[config.mk]
export PLATFORM = sky130hd
export DESIGN_NAME = clipped_line_rasterizer
export DESIGN_NICKNAME = d
export VERILOG_FILES = /design/src/design/clr_pkg.sv /design/src/design/clipped_line_rasterizer.sv
export VERILOG_INCLUDE_DIRS = /design/src /design/src/design
export SDC_FILE = /design/constraint.sdc
export NUM_CORES = 2
export LEC_CHECK = 0
export BUFFER_PORTS_ARGS = -buffer_cell sky130_fd_sc_hd__buf_2
export CAP_MARGIN = 15
export CORE_UTILIZATION = 64
export CTS_BUF_LIST = sky130_fd_sc_hd__clkbuf_16
export CTS_CLUSTER_SIZE = 16
export DETAILED_ROUTE_END_ITERATION = 8
export PLACE_DENSITY = 0.82
export SETUP_SLACK_MARGIN = 0.02
export SLEW_MARGIN = 20
export SYNTH_ARGS = -nofsm -noshare
export SYNTH_HDL_FRONTEND = slang
export SYNTH_SLANG_ARGS = --single-unit
[constraint.sdc]
create_clock -name clk -period 8.2 [get_ports clk]
set_clock_uncertainty 0.15 [all_clocks]
set_input_delay 2.05 -clock clk [delete_from_list [all_inputs] [get_ports clk]]
set_output_delay 2.05 -clock clk [all_outputs]
set_load 0.1 [all_outputs]
[src/design/assert_macros.svh]
// Assertion macros used by the rasteriser design file.
`ifndef ASSERT_MACROS_SVH
`define ASSERT_MACROS_SVH

// Clocked property with reset disable.
`define ASSERT_CLK(label, clk, rst_n, prop, msg) \
    label: assert property (@(posedge clk) disable iff (!rst_n) (prop)) else $error(msg);

// Same-cycle implication.
`define ASSERT_IMPL(label, clk, rst_n, ante, cons, msg) \
    label: assert property (@(posedge clk) disable iff (!rst_n) (ante) |-> (cons)) \
        else $error(msg);

// Next-cycle implication.
`define ASSERT_NEXT(label, clk, rst_n, ante, cons, msg) \
    label: assert property (@(posedge clk) disable iff (!rst_n) (ante) |=> (cons)) \
        else $error(msg);

`endif

[src/design/clr_pkg.sv]
// Package for the clipped line rasteriser: types, codes and constants.
`default_nettype none

package clr_pkg;

    // Coordinate width default
    localparam int COORD_BITS_DEFAULT = 16;

    // Configuration port
    localparam int CFG_BITS       = 15;
    localparam int CFG_INDEX_BITS = 2;

    typedef logic [CFG_INDEX_BITS-1:0] cfg_index_t;

    localparam cfg_index_t REG_CLIP_X_MAX    = 2'd0;
    localparam cfg_index_t REG_CLIP_Y_MAX    = 2'd1;
    localparam cfg_index_t REG_IMAGE_WIDTH   = 2'd2;
    localparam cfg_index_t REG_IMAGE_HEIGHT  = 2'd3;

    localparam logic [CFG_BITS-1:0] RESET_CLIP_X = 15'd1920;
    localparam logic [CFG_BITS-1:0] RESET_CLIP_Y = 15'd1080;

    // Commands
    localparam logic CMD_LOAD = 1'b0;
    localparam logic CMD_STEP = 1'b1;

    // Region code bits
    localparam int RC_BITS = 4;
    typedef logic [RC_BITS-1:0] region_t;

    localparam region_t RC_LEFT   = 4'b0001;
    localparam region_t RC_RIGHT  = 4'b0010;
    localparam region_t RC_BOTTOM = 4'b0100;
    localparam region_t RC_TOP    = 4'b1000;
    localparam region_t RC_INSIDE = 4'b0000;

    // Edge clips allowed before the segment counts as rejected
    localparam int CLIP_LIMIT    = 8;
    localparam int CLIP_CNT_BITS = $clog2(CLIP_LIMIT + 1);

    // Sequencer states
    typedef enum logic [2:0] {
        ST_IDLE,
        ST_CODES,
        ST_MUL,
        ST_DIV,
        ST_UPDATE,
        ST_FINISH
    } state_t;

endpackage

`default_nettype wire

[src/design/clipped_line_rasterizer.sv]
// Clipped line rasteriser: step commands take 1 cycle, one word per cycle while out is free.
// Load: result 3 + k*(2*COORD_BITS+3) cycles after accept for k edge clips (k up to 8);
// each edge clip runs one shared multiply and a bit-serial divider, one quotient bit a cycle.
// The block takes no new word while a load is clipping.
// Reset (rst_n, async, low) clears the sequencer and line state; no line is active and
// the window and image registers return to 1920 by 1080.
`default_nettype none

`include "assert_macros.svh"

module clipped_line_rasterizer #(
    parameter int COORD_BITS = clr_pkg::COORD_BITS_DEFAULT
) (
    input  wire                           clk,
    input  wire                           rst_n,
    // configuration
    input  wire                           cfg_write,
    input  wire [clr_pkg::CFG_INDEX_BITS-1:0] cfg_index,
    input  wire [clr_pkg::CFG_BITS-1:0]   cfg_data,
    // command channel
    input  wire                           in_valid,
    output logic                          in_stall,
    input  wire                           command,
    input  wire signed [COORD_BITS-1:0]   x_start,
    input  wire signed [COORD_BITS-1:0]   y_start,
    input  wire signed [COORD_BITS-1:0]   x_end,
    input  wire signed [COORD_BITS-1:0]   y_end,
    input  wire [31:0]                    color,
    // pixel channel
    output logic                          out_valid,
    input  wire                           out_stall,
    output logic signed [COORD_BITS-1:0]  pixel_x,
    output logic signed [COORD_BITS-1:0]  pixel_y,
    output logic [31:0]                   pixel_color,
    output logic                          pixel_valid,
    output logic                          on_image,
    output logic                          line_done,
    output logic                          line_rejected
);

    localparam int W  = COORD_BITS;
    localparam int EW = ((W > clr_pkg::CFG_BITS) ? W : clr_pkg::CFG_BITS) + 2;
    localparam int PW = 2 * W;
    localparam int EB = W + 2;
    localparam int DCW = $clog2(PW + 1);
    localparam int CB = clr_pkg::CLIP_CNT_BITS;

    // configuration registers
    logic [clr_pkg::CFG_BITS-1:0] clip_x_max_reg, clip_y_max_reg;
    logic [clr_pkg::CFG_BITS-1:0] image_width_reg, image_height_reg;

    // sequencer and line state
    clr_pkg::state_t       state_reg, state_next;
    logic                  out_valid_reg, out_valid_next;
    logic                  line_active_reg, line_active_next;
    logic signed [W-1:0]   cur_x_reg, cur_x_next, cur_y_reg, cur_y_next;
    logic signed [W-1:0]   tgt_x_reg, tgt_x_next, tgt_y_reg, tgt_y_next;
    logic [W:0]            span_x_reg, span_x_next, span_y_reg, span_y_next;
    logic signed [EB-1:0]  err_reg, err_next;
    logic                  neg_x_reg, neg_x_next, neg_y_reg, neg_y_next;
    logic [31:0]           held_color_reg, held_color_next;
    logic [CB-1:0]         clip_cnt_reg, clip_cnt_next;
    logic [DCW-1:0]        div_cnt_reg, div_cnt_next;

    // clip datapath
    logic signed [W-1:0]   x0_reg, x0_next, y0_reg, y0_next;
    logic signed [W-1:0]   x1_reg, x1_next, y1_reg, y1_next;
    logic [W-1:0]          mag_a_reg, mag_a_next, mag_b_reg, mag_b_next;
    logic [W-1:0]          mag_d_reg, mag_d_next;
    logic                  qneg_reg, qneg_next;
    logic                  horiz_reg, horiz_next;
    logic                  upd_end0_reg, upd_end0_next;
    logic signed [W-1:0]   base_reg, base_next, fixed_reg, fixed_next;
    logic [PW-1:0]         quo_reg, quo_next;
    logic [W-1:0]          rem_reg, rem_next;
    logic                  rej_reg, rej_next;

    // output word registers
    logic signed [W-1:0]   px_reg, px_next, py_reg, py_next;
    logic [31:0]           pcol_reg, pcol_next;
    logic                  pval_reg, pval_next, ponimg_reg, ponimg_next;
    logic                  pdone_reg, pdone_next, prej_reg, prej_next;

    // intermediate signals
    logic                  out_free, in_accept;
    clr_pkg::region_t      c0, c1, co;
    logic signed [W:0]     dx, dy;
    logic signed [EW:0]    fix_val, num;
    logic signed [W:0]     op_a, op_d;
    logic signed [W:0]     op_b;
    logic [W:0]            abs_a, abs_b, abs_d;
    logic [W:0]            rem_sh;
    logic [W+1:0]          diff;
    logic [W-1:0]          q_mag;
    logic signed [W:0]     q_s;
    logic signed [W+1:0]   new_val;
    logic signed [EB:0]    e2;
    logic                  step_x, step_y;
    logic signed [W:0]     ld_dx, ld_dy;
    logic [W:0]            ld_span_x, ld_span_y;

    // region code of one point
    function automatic clr_pkg::region_t region_code(logic signed [W-1:0] x,
                                                     logic signed [W-1:0] y,
                                                     logic [clr_pkg::CFG_BITS-1:0] xm,
                                                     logic [clr_pkg::CFG_BITS-1:0] ym);
        clr_pkg::region_t c;
        logic signed [EW-1:0] xe, ye, xme, yme;
        c   = clr_pkg::RC_INSIDE;
        xe  = EW'(x);
        ye  = EW'(y);
        xme = $signed({{(EW-clr_pkg::CFG_BITS){1'b0}}, xm});
        yme = $signed({{(EW-clr_pkg::CFG_BITS){1'b0}}, ym});
        if (x[W-1])
            c = c | clr_pkg::RC_LEFT;
        else if (xe > xme)
            c = c | clr_pkg::RC_RIGHT;
        if (y[W-1])
            c = c | clr_pkg::RC_BOTTOM;
        else if (ye > yme)
            c = c | clr_pkg::RC_TOP;
        return c;
    endfunction

    // magnitude of a signed value one bit wider than a coordinate
    function automatic logic [W:0] mag(logic signed [W:0] v);
        logic [W:0] m;
        m = v[W] ? W'(0) - v : v;
        return m;
    endfunction

    assign out_free  = !out_valid_reg || !out_stall;
    assign in_stall  = !((state_reg == clr_pkg::ST_IDLE) && out_free);
    assign in_accept = in_valid && !in_stall;

    // configuration writes
    always_ff @(posedge clk or negedge rst_n)
    begin
        if (!rst_n)
        begin
            clip_x_max_reg   <= clr_pkg::RESET_CLIP_X;
            clip_y_max_reg   <= clr_pkg::RESET_CLIP_Y;
            image_width_reg  <= clr_pkg::RESET_CLIP_X;
            image_height_reg <= clr_pkg::RESET_CLIP_Y;
        end
        else if (cfg_write)
        begin
            unique case (cfg_index)
                clr_pkg::REG_CLIP_X_MAX:   clip_x_max_reg   <= cfg_data;
                clr_pkg::REG_CLIP_Y_MAX:   clip_y_max_reg   <= cfg_data;
                clr_pkg::REG_IMAGE_WIDTH:  image_width_reg  <= cfg_data;
                clr_pkg::REG_IMAGE_HEIGHT: image_height_reg <= cfg_data;
                default:                   clip_x_max_reg   <= clip_x_max_reg;
            endcase
        end
    end

    // region codes and edge clip operands
    always_comb
    begin
        c0 = region_code(x0_reg, y0_reg, clip_x_max_reg, clip_y_max_reg);
        c1 = region_code(x1_reg, y1_reg, clip_x_max_reg, clip_y_max_reg);
        co = (c0 != clr_pkg::RC_INSIDE) ? c0 : c1;
        dx = (W+1)'(x1_reg) - (W+1)'(x0_reg);
        dy = (W+1)'(y1_reg) - (W+1)'(y0_reg);
        if ((co & (clr_pkg::RC_TOP | clr_pkg::RC_BOTTOM)) != clr_pkg::RC_INSIDE)
        begin
            fix_val = ((co & clr_pkg::RC_TOP) != clr_pkg::RC_INSIDE) ?
                      $signed({{(EW+1-clr_pkg::CFG_BITS){1'b0}}, clip_y_max_reg}) :
                      '0;
            num  = fix_val - (EW+1)'(y0_reg);
            op_a = dx;
            op_d = dy;
        end
        else
        begin
            fix_val = ((co & clr_pkg::RC_RIGHT) != clr_pkg::RC_INSIDE) ?
                      $signed({{(EW+1-clr_pkg::CFG_BITS){1'b0}}, clip_x_max_reg}) :
                      '0;
            num  = fix_val - (EW+1)'(x0_reg);
            op_a = dy;
            op_d = dx;
        end
        // the edge lies between the endpoints, so the offset fits
        op_b  = num[W:0];
        abs_a = mag(op_a);
        abs_b = mag(op_b);
        abs_d = mag(op_d);
    end

    // divider step and quotient apply
    always_comb
    begin
        rem_sh  = {rem_reg, quo_reg[PW-1]};
        diff    = {1'b0, rem_sh} - {2'b00, mag_d_reg};
        q_mag   = (mag_d_reg == '0) ? '0 : quo_reg[W-1:0];
        q_s     = qneg_reg ? (W+1)'(0) - {1'b0, q_mag} : {1'b0, q_mag};
        new_val = (W+2)'(base_reg) + (W+2)'(q_s);
    end

    // Bresenham step and load spans
    always_comb
    begin
        e2     = {err_reg, 1'b0};
        step_x = e2 > -$signed((EB+1)'(span_y_reg));
        step_y = e2 < $signed((EB+1)'(span_x_reg));
        ld_dx  = (W+1)'(x1_reg) - (W+1)'(x0_reg);
        ld_dy  = (W+1)'(y1_reg) - (W+1)'(y0_reg);
        ld_span_x = mag(ld_dx);
        ld_span_y = mag(ld_dy);
    end

    // sequencer: next state and register updates
    always_comb
    begin
        state_next       = state_reg;
        out_valid_next   = out_valid_reg && out_stall;
        line_active_next = line_active_reg;
        cur_x_next       = cur_x_reg;
        cur_y_next       = cur_y_reg;
        tgt_x_next       = tgt_x_reg;
        tgt_y_next       = tgt_y_reg;
        span_x_next      = span_x_reg;
        span_y_next      = span_y_reg;
        err_next         = err_reg;
        neg_x_next       = neg_x_reg;
        neg_y_next       = neg_y_reg;
        held_color_next  = held_color_reg;
        clip_cnt_next    = clip_cnt_reg;
        div_cnt_next     = div_cnt_reg;
        x0_next          = x0_reg;
        y0_next          = y0_reg;
        x1_next          = x1_reg;
        y1_next          = y1_reg;
        mag_a_next       = mag_a_reg;
        mag_b_next       = mag_b_reg;
        mag_d_next       = mag_d_reg;
        qneg_next        = qneg_reg;
        horiz_next       = horiz_reg;
        upd_end0_next    = upd_end0_reg;
        base_next        = base_reg;
        fixed_next       = fixed_reg;
        quo_next         = quo_reg;
        rem_next         = rem_reg;
        rej_next         = rej_reg;
        px_next          = px_reg;
        py_next          = py_reg;
        pcol_next        = pcol_reg;
        pval_next        = pval_reg;
        ponimg_next      = ponimg_reg;
        pdone_next       = pdone_reg;
        prej_next        = prej_reg;

        unique case (state_reg)
            clr_pkg::ST_IDLE:
            begin
                if (in_accept && (command == clr_pkg::CMD_LOAD))
                begin
                    x0_next         = x_start;
                    y0_next         = y_start;
                    x1_next         = x_end;
                    y1_next         = y_end;
                    held_color_next = color;
                    clip_cnt_next   = '0;
                    state_next      = clr_pkg::ST_CODES;
                end
                else if (in_accept)
                begin
                    out_valid_next = 1'b1;
                    px_next        = '0;
                    py_next        = '0;
                    pcol_next      = '0;
                    pval_next      = 1'b0;
                    ponimg_next    = 1'b0;
                    pdone_next     = 1'b1;
                    prej_next      = 1'b0;
                    if (!line_active_reg || ((cur_x_reg == tgt_x_reg) &&
                                             (cur_y_reg == tgt_y_reg)))
                    begin
                        line_active_next = 1'b0;
                    end
                    else
                    begin
                        px_next     = cur_x_reg;
                        py_next     = cur_y_reg;
                        pcol_next   = held_color_reg;
                        pval_next   = 1'b1;
                        ponimg_next = !cur_x_reg[W-1] && !cur_y_reg[W-1] &&
                                      ($signed(EW'(cur_x_reg)) <
                                       $signed({{(EW-clr_pkg::CFG_BITS){1'b0}},
                                                image_width_reg})) &&
                                      ($signed(EW'(cur_y_reg)) <
                                       $signed({{(EW-clr_pkg::CFG_BITS){1'b0}},
                                                image_height_reg}));
                        err_next = err_reg
                                 - (step_x ? $signed(EB'(span_y_reg)) : $signed(EB'(0)))
                                 + (step_y ? $signed(EB'(span_x_reg)) : $signed(EB'(0)));
                        if (step_x)
                            cur_x_next = neg_x_reg ? cur_x_reg - W'(1) : cur_x_reg + W'(1);
                        if (step_y)
                            cur_y_next = neg_y_reg ? cur_y_reg - W'(1) : cur_y_reg + W'(1);
                        pdone_next = (cur_x_next == tgt_x_reg) && (cur_y_next == tgt_y_reg);
                        if (pdone_next)
                            line_active_next = 1'b0;
                    end
                end
            end

            clr_pkg::ST_CODES:
            begin
                if ((c0 | c1) == clr_pkg::RC_INSIDE)
                begin
                    rej_next   = 1'b0;
                    state_next = clr_pkg::ST_FINISH;
                end
                else if (((c0 & c1) != clr_pkg::RC_INSIDE) ||
                         (clip_cnt_reg == CB'(clr_pkg::CLIP_LIMIT)))
                begin
                    rej_next   = 1'b1;
                    state_next = clr_pkg::ST_FINISH;
                end
                else
                begin
                    mag_a_next    = abs_a[W-1:0];
                    mag_b_next    = abs_b[W-1:0];
                    mag_d_next    = abs_d[W-1:0];
                    qneg_next     = op_a[W] ^ op_b[W] ^ op_d[W];
                    horiz_next    = (co & (clr_pkg::RC_TOP | clr_pkg::RC_BOTTOM))
                                    != clr_pkg::RC_INSIDE;
                    upd_end0_next = (c0 != clr_pkg::RC_INSIDE);
                    base_next     = horiz_next ? x0_reg : y0_reg;
                    fixed_next    = fix_val[W-1:0];
                    state_next    = clr_pkg::ST_MUL;
                end
            end

            clr_pkg::ST_MUL:
            begin
                // shared multiplier; product seeds the divider
                quo_next     = mag_a_reg * mag_b_reg;
                rem_next     = '0;
                div_cnt_next = DCW'(PW);
                state_next   = clr_pkg::ST_DIV;
            end

            clr_pkg::ST_DIV:
            begin
                // restoring divide, one quotient bit a cycle
                if (!diff[W+1])
                begin
                    rem_next = diff[W-1:0];
                    quo_next = {quo_reg[PW-2:0], 1'b1};
                end
                else
                begin
                    rem_next = rem_sh[W-1:0];
                    quo_next = {quo_reg[PW-2:0], 1'b0};
                end
                div_cnt_next = div_cnt_reg - DCW'(1);
                if (div_cnt_reg == DCW'(1))
                    state_next = clr_pkg::ST_UPDATE;
            end

            clr_pkg::ST_UPDATE:
            begin
                if (upd_end0_reg)
                begin
                    x0_next = horiz_reg ? new_val[W-1:0] : fixed_reg;
                    y0_next = horiz_reg ? fixed_reg : new_val[W-1:0];
                end
                else
                begin
                    x1_next = horiz_reg ? new_val[W-1:0] : fixed_reg;
                    y1_next = horiz_reg ? fixed_reg : new_val[W-1:0];
                end
                clip_cnt_next = clip_cnt_reg + CB'(1);
                state_next    = clr_pkg::ST_CODES;
            end

            clr_pkg::ST_FINISH:
            begin
                if (out_free)
                begin
                    out_valid_next = 1'b1;
                    px_next        = '0;
                    py_next        = '0;
                    pcol_next      = '0;
                    pval_next      = 1'b0;
                    ponimg_next    = 1'b0;
                    prej_next      = rej_reg;
                    if (rej_reg)
                    begin
                        line_active_next = 1'b0;
                        pdone_next       = 1'b1;
                    end
                    else
                    begin
                        cur_x_next       = x0_reg;
                        cur_y_next       = y0_reg;
                        tgt_x_next       = x1_reg;
                        tgt_y_next       = y1_reg;
                        span_x_next      = ld_span_x;
                        span_y_next      = ld_span_y;
                        neg_x_next       = !(x0_reg < x1_reg);
                        neg_y_next       = !(y0_reg < y1_reg);
                        err_next         = EB'($signed({1'b0, ld_span_x}))
                                         - EB'($signed({1'b0, ld_span_y}));
                        line_active_next = (x0_reg != x1_reg) || (y0_reg != y1_reg);
                        pdone_next       = !line_active_next;
                    end
                    state_next = clr_pkg::ST_IDLE;
                end
            end

            default:
            begin
                state_next = clr_pkg::ST_IDLE;
            end
        endcase
    end

    // control and line state
    always_ff @(posedge clk or negedge rst_n)
    begin
        if (!rst_n)
        begin
            state_reg       <= clr_pkg::ST_IDLE;
            out_valid_reg   <= 1'b0;
            line_active_reg <= 1'b0;
            cur_x_reg       <= '0;
            cur_y_reg       <= '0;
            tgt_x_reg       <= '0;
            tgt_y_reg       <= '0;
            span_x_reg      <= '0;
            span_y_reg      <= '0;
            err_reg         <= '0;
            neg_x_reg       <= 1'b0;
            neg_y_reg       <= 1'b0;
            held_color_reg  <= '0;
            clip_cnt_reg    <= '0;
            div_cnt_reg     <= '0;
        end
        else
        begin
            state_reg       <= state_next;
            out_valid_reg   <= out_valid_next;
            line_active_reg <= line_active_next;
            cur_x_reg       <= cur_x_next;
            cur_y_reg       <= cur_y_next;
            tgt_x_reg       <= tgt_x_next;
            tgt_y_reg       <= tgt_y_next;
            span_x_reg      <= span_x_next;
            span_y_reg      <= span_y_next;
            err_reg         <= err_next;
            neg_x_reg       <= neg_x_next;
            neg_y_reg       <= neg_y_next;
            held_color_reg  <= held_color_next;
            clip_cnt_reg    <= clip_cnt_next;
            div_cnt_reg     <= div_cnt_next;
        end
    end

    // datapath and output word
    always_ff @(posedge clk)
    begin
        x0_reg       <= x0_next;
        y0_reg       <= y0_next;
        x1_reg       <= x1_next;
        y1_reg       <= y1_next;
        mag_a_reg    <= mag_a_next;
        mag_b_reg    <= mag_b_next;
        mag_d_reg    <= mag_d_next;
        qneg_reg     <= qneg_next;
        horiz_reg    <= horiz_next;
        upd_end0_reg <= upd_end0_next;
        base_reg     <= base_next;
        fixed_reg    <= fixed_next;
        quo_reg      <= quo_next;
        rem_reg      <= rem_next;
        rej_reg      <= rej_next;
        px_reg       <= px_next;
        py_reg       <= py_next;
        pcol_reg     <= pcol_next;
        pval_reg     <= pval_next;
        ponimg_reg   <= ponimg_next;
        pdone_reg    <= pdone_next;
        prej_reg     <= prej_next;
    end

    assign out_valid     = out_valid_reg;
    assign pixel_x       = px_reg;
    assign pixel_y       = py_reg;
    assign pixel_color   = pcol_reg;
    assign pixel_valid   = pval_reg;
    assign on_image      = ponimg_reg;
    assign line_done     = pdone_reg;
    assign line_rejected = prej_reg;

    // checks
    `ASSERT_IMPL(a_pixel_not_rejected, clk, rst_n, out_valid && pixel_valid, !line_rejected,
                 "pixel word flagged as rejected")
    `ASSERT_IMPL(a_reject_done, clk, rst_n, out_valid && line_rejected, line_done,
                 "rejected line not marked done")
    `ASSERT_CLK(a_clip_bound, clk, rst_n, clip_cnt_reg <= CB'(clr_pkg::CLIP_LIMIT),
                "edge clip count beyond limit")
    `ASSERT_NEXT(a_step_result, clk, rst_n, in_valid && !in_stall && command == clr_pkg::CMD_STEP,
                 out_valid, "step word produced no result")

endmodule

`default_nettype wire
==> impl_results.md <==
- Worst skew pair latency: 660 ps
- Endpoints failing setup: 0
- RSZ-0062 raised after global routing: no
- EDFF count, synth: between 200 and 300
- DP Wirelength: 101000 um
- Max Transition Viols Final: 0
- Setup CP Type: flip-flop to flip-flop
- Final hold violation count: 0
- Least-Margin Pin Slew: ~1100 ps
- Crit end category: flip-flop
- CTS Hold Bufs: 0
- Yosys warnings: 0
- Synthesized cell area: 43300 um2
- Worst Hold Path Cells: 2
- Hold Path Origin: held_color_reg[5]
- Clk root buf: clkbuf_16
- Syn Inst Count: roughly 4.7k
- Worst slew margin: 0.294
- Worst reg2reg path depth: 20
- CTS tree: done
- Setup Buffers After CTS: 0
- Fin area: between 40000 and 50000 um2
- Gpl congestion: around 1.0
- Final period utilization: 0.916
- Num CTS Buffers: 53
- Layout Nets: 5557
- Synth cell types: a little under 90
- Data arrival time of the critical path: just under 8000 ps
- WL/cell: roughly 23 um
- Initial antenna violation count: 6
- Initial DRC Count: 3776
- Most frequent cells in the layout: 564 x nand2_1, 519 x inv_1, 399 x ha_1
- Hold Path End: held_color_reg[5]
- Place WS: roughly 790 ps
- Setup TNS: 0 ps
- Critical Path RT: between 8000 and 9000 ps
- Synthesized net count: about 5.4k
- Commonest non-fill, non-tap cell in the layout: nand2_1
- Worst hold margin: between 300 and 400 ps
- Status: complete, no violations
- Total Routing Usage GR: 0.384
- Worst Setup Slack, final: 692 ps
- Initial DRT Pass Iterations: 6
- Largest net degree at the start of global routing: between 150 and 200
- Depth of the CTS H-tree: 2
- Die ar.: 68700 um2
- Row count: 94
- R2R setup slack: 690 ps
- Clock sink count: 488
- Initial Utilization: 0.653
- Filler cells: between 5k and 6k
- Synth Flop Type: edfxtp_1
- Clock buffer depth: 3
- Post-cts gate resize count: 0
- Boundary Pins: around 190
- Clock period minus worst slack: around 7500 ps
- Area grow syn2layout: 8.48%
- Seq cells post-synth: 488
- Share of layout cells above drive strength 1: 0.105
- Placed Area: approximately 45000 um2
- Worst Setup Start Kind: flip-flop
- Hold crit path type: flip-flop to flip-flop
- Port-buffer cells: 188
- Sequential area share after synthesis: 0.313
- DRC errors left: 0
- Multi-input gate area: approximately 27000 um2
- Final WL: 132000 um
- Vias/cell: 6.35
- Syn avg cell area: a little over 9 um2
- Ys async rst share: 0.461
- Max FO, Critical Path: 16
- Final ANT Viol Nets: 0
- Reg clk slew, reported paths: ~70 ps
- Vias in the first global route: ~35k
- Core Area: between 60000 and 70000 um2
- GRT overflow: 0
- Via count: roughly 36k
- DIE WIDTH: approximately 260 um
- RR Endpoint: quo_reg[31]
- Max Cap Viol: 0
- RR Startpoint: mag_b_reg[6]
- Max Freq: 0.133 GHz
- Storage element area: ~14000 um2
- DIE HEIGHT: 262 um
- First-pass GRT wire length: about 200000 um
==> kinds of logic after synthesis <==
kind of cell / share of synthesized area
mux: 0.0403
simple gates: 0.168
compound gates: 0.148
fa+ha+maj: 0.217
flops: 0.313
buf+inv: 0.0595
xor+xnor: 0.0546
==> Yosys cell counts (74+ instances only) <==
cell | instances | area share
nand2_1 | 566 | 0.049
dfrtp_1 | 209 | 0.12
inv_1 | 509 | 0.044
xnor2_1 | 160 | 0.032
mux2_2 | 100 | 0.026
edfxtp_1 | 263 | 0.18
nor3_1 | 101 | 0.012
ha_1 | 399 | 0.12
nand3_1 | 74 | 0.0086
a21oi_1 | 234 | 0.027
o21ai_0 | 219 | 0.025
a21o_1 | 78 | 0.014
fa_1 | 220 | 0.10
xor2_1 | 98 | 0.020
nor2_1 | 301 | 0.026
and2_1 | 206 | 0.030
clkbuf_1 | 144 | 0.012
==> area by class of cell <==
cell class / count / share of cell area
clock inverters: 46 / 0.0110
clock buffers: 54 / 0.0288
diodes: 6 / 0.000320
flip-flops and latches: 488 / 0.288
repair buffers: 227 / 0.0272
well taps: 864 / 0.0230
inverters: 511 / 0.0408
multi-input cells: 3538 / 0.581
==> through the flow <==
stage,util,instances
after global routing,0.708,5730
after detailed placement,0.679,5627
after global placement,0.679,5627
after CTS,0.707,5727
final,0.708,5734
after floorplan,-,4708
==> critical path, stage by stage (launching register included) <==
cell	delay [ps]
edfxtp_1	770
nand2_1	180
fa_1	570
inv_1	60
fa_1	560
inv_1	70
fa_1	470
fa_1	510
inv_1	60
fa_1	530
fa_1	520
ha_1	380
a21o_1	200
a41oi_1	510
o21ai_0	200
o31ai_1	410
a211oi_1	150
o221ai_1	260
o21ai_0	250
a211o_1	340
o211a_1	130
==> worst max-delay path by stage <==
stage          cells after the start          from  slack [ps]       endpoint
4_1_cts                           20  mag_b_reg[6]         780    quo_reg[31]
6_report                          20  mag_b_reg[6]         690    quo_reg[31]
2_1_floorplan                      6       command        1020  cur_y_reg[14]
3_3_place_gp                      20  mag_b_reg[6]        1040    quo_reg[31]
3_5_place_dp                      20  mag_b_reg[6]         790    quo_reg[31]
5_1_grt                           20  mag_b_reg[6]         410    quo_reg[31]
==> per-layer routing <==
layer  wire length, um  GRT usage  part of all wire  vias to the layer above
li1                  -          -                 -                    16552
met2             59000      0.600              0.45                     1891
met3             13300     0.0794              0.10                      390
met1             52100      0.509              0.39                    17587
met4              7660      0.193             0.058                        4
met5                25          0           0.00019                        -
Power is left out: the tool's default activity adds up to more than one toggle a clock period on the data nets, which glitch-free logic cannot reach.
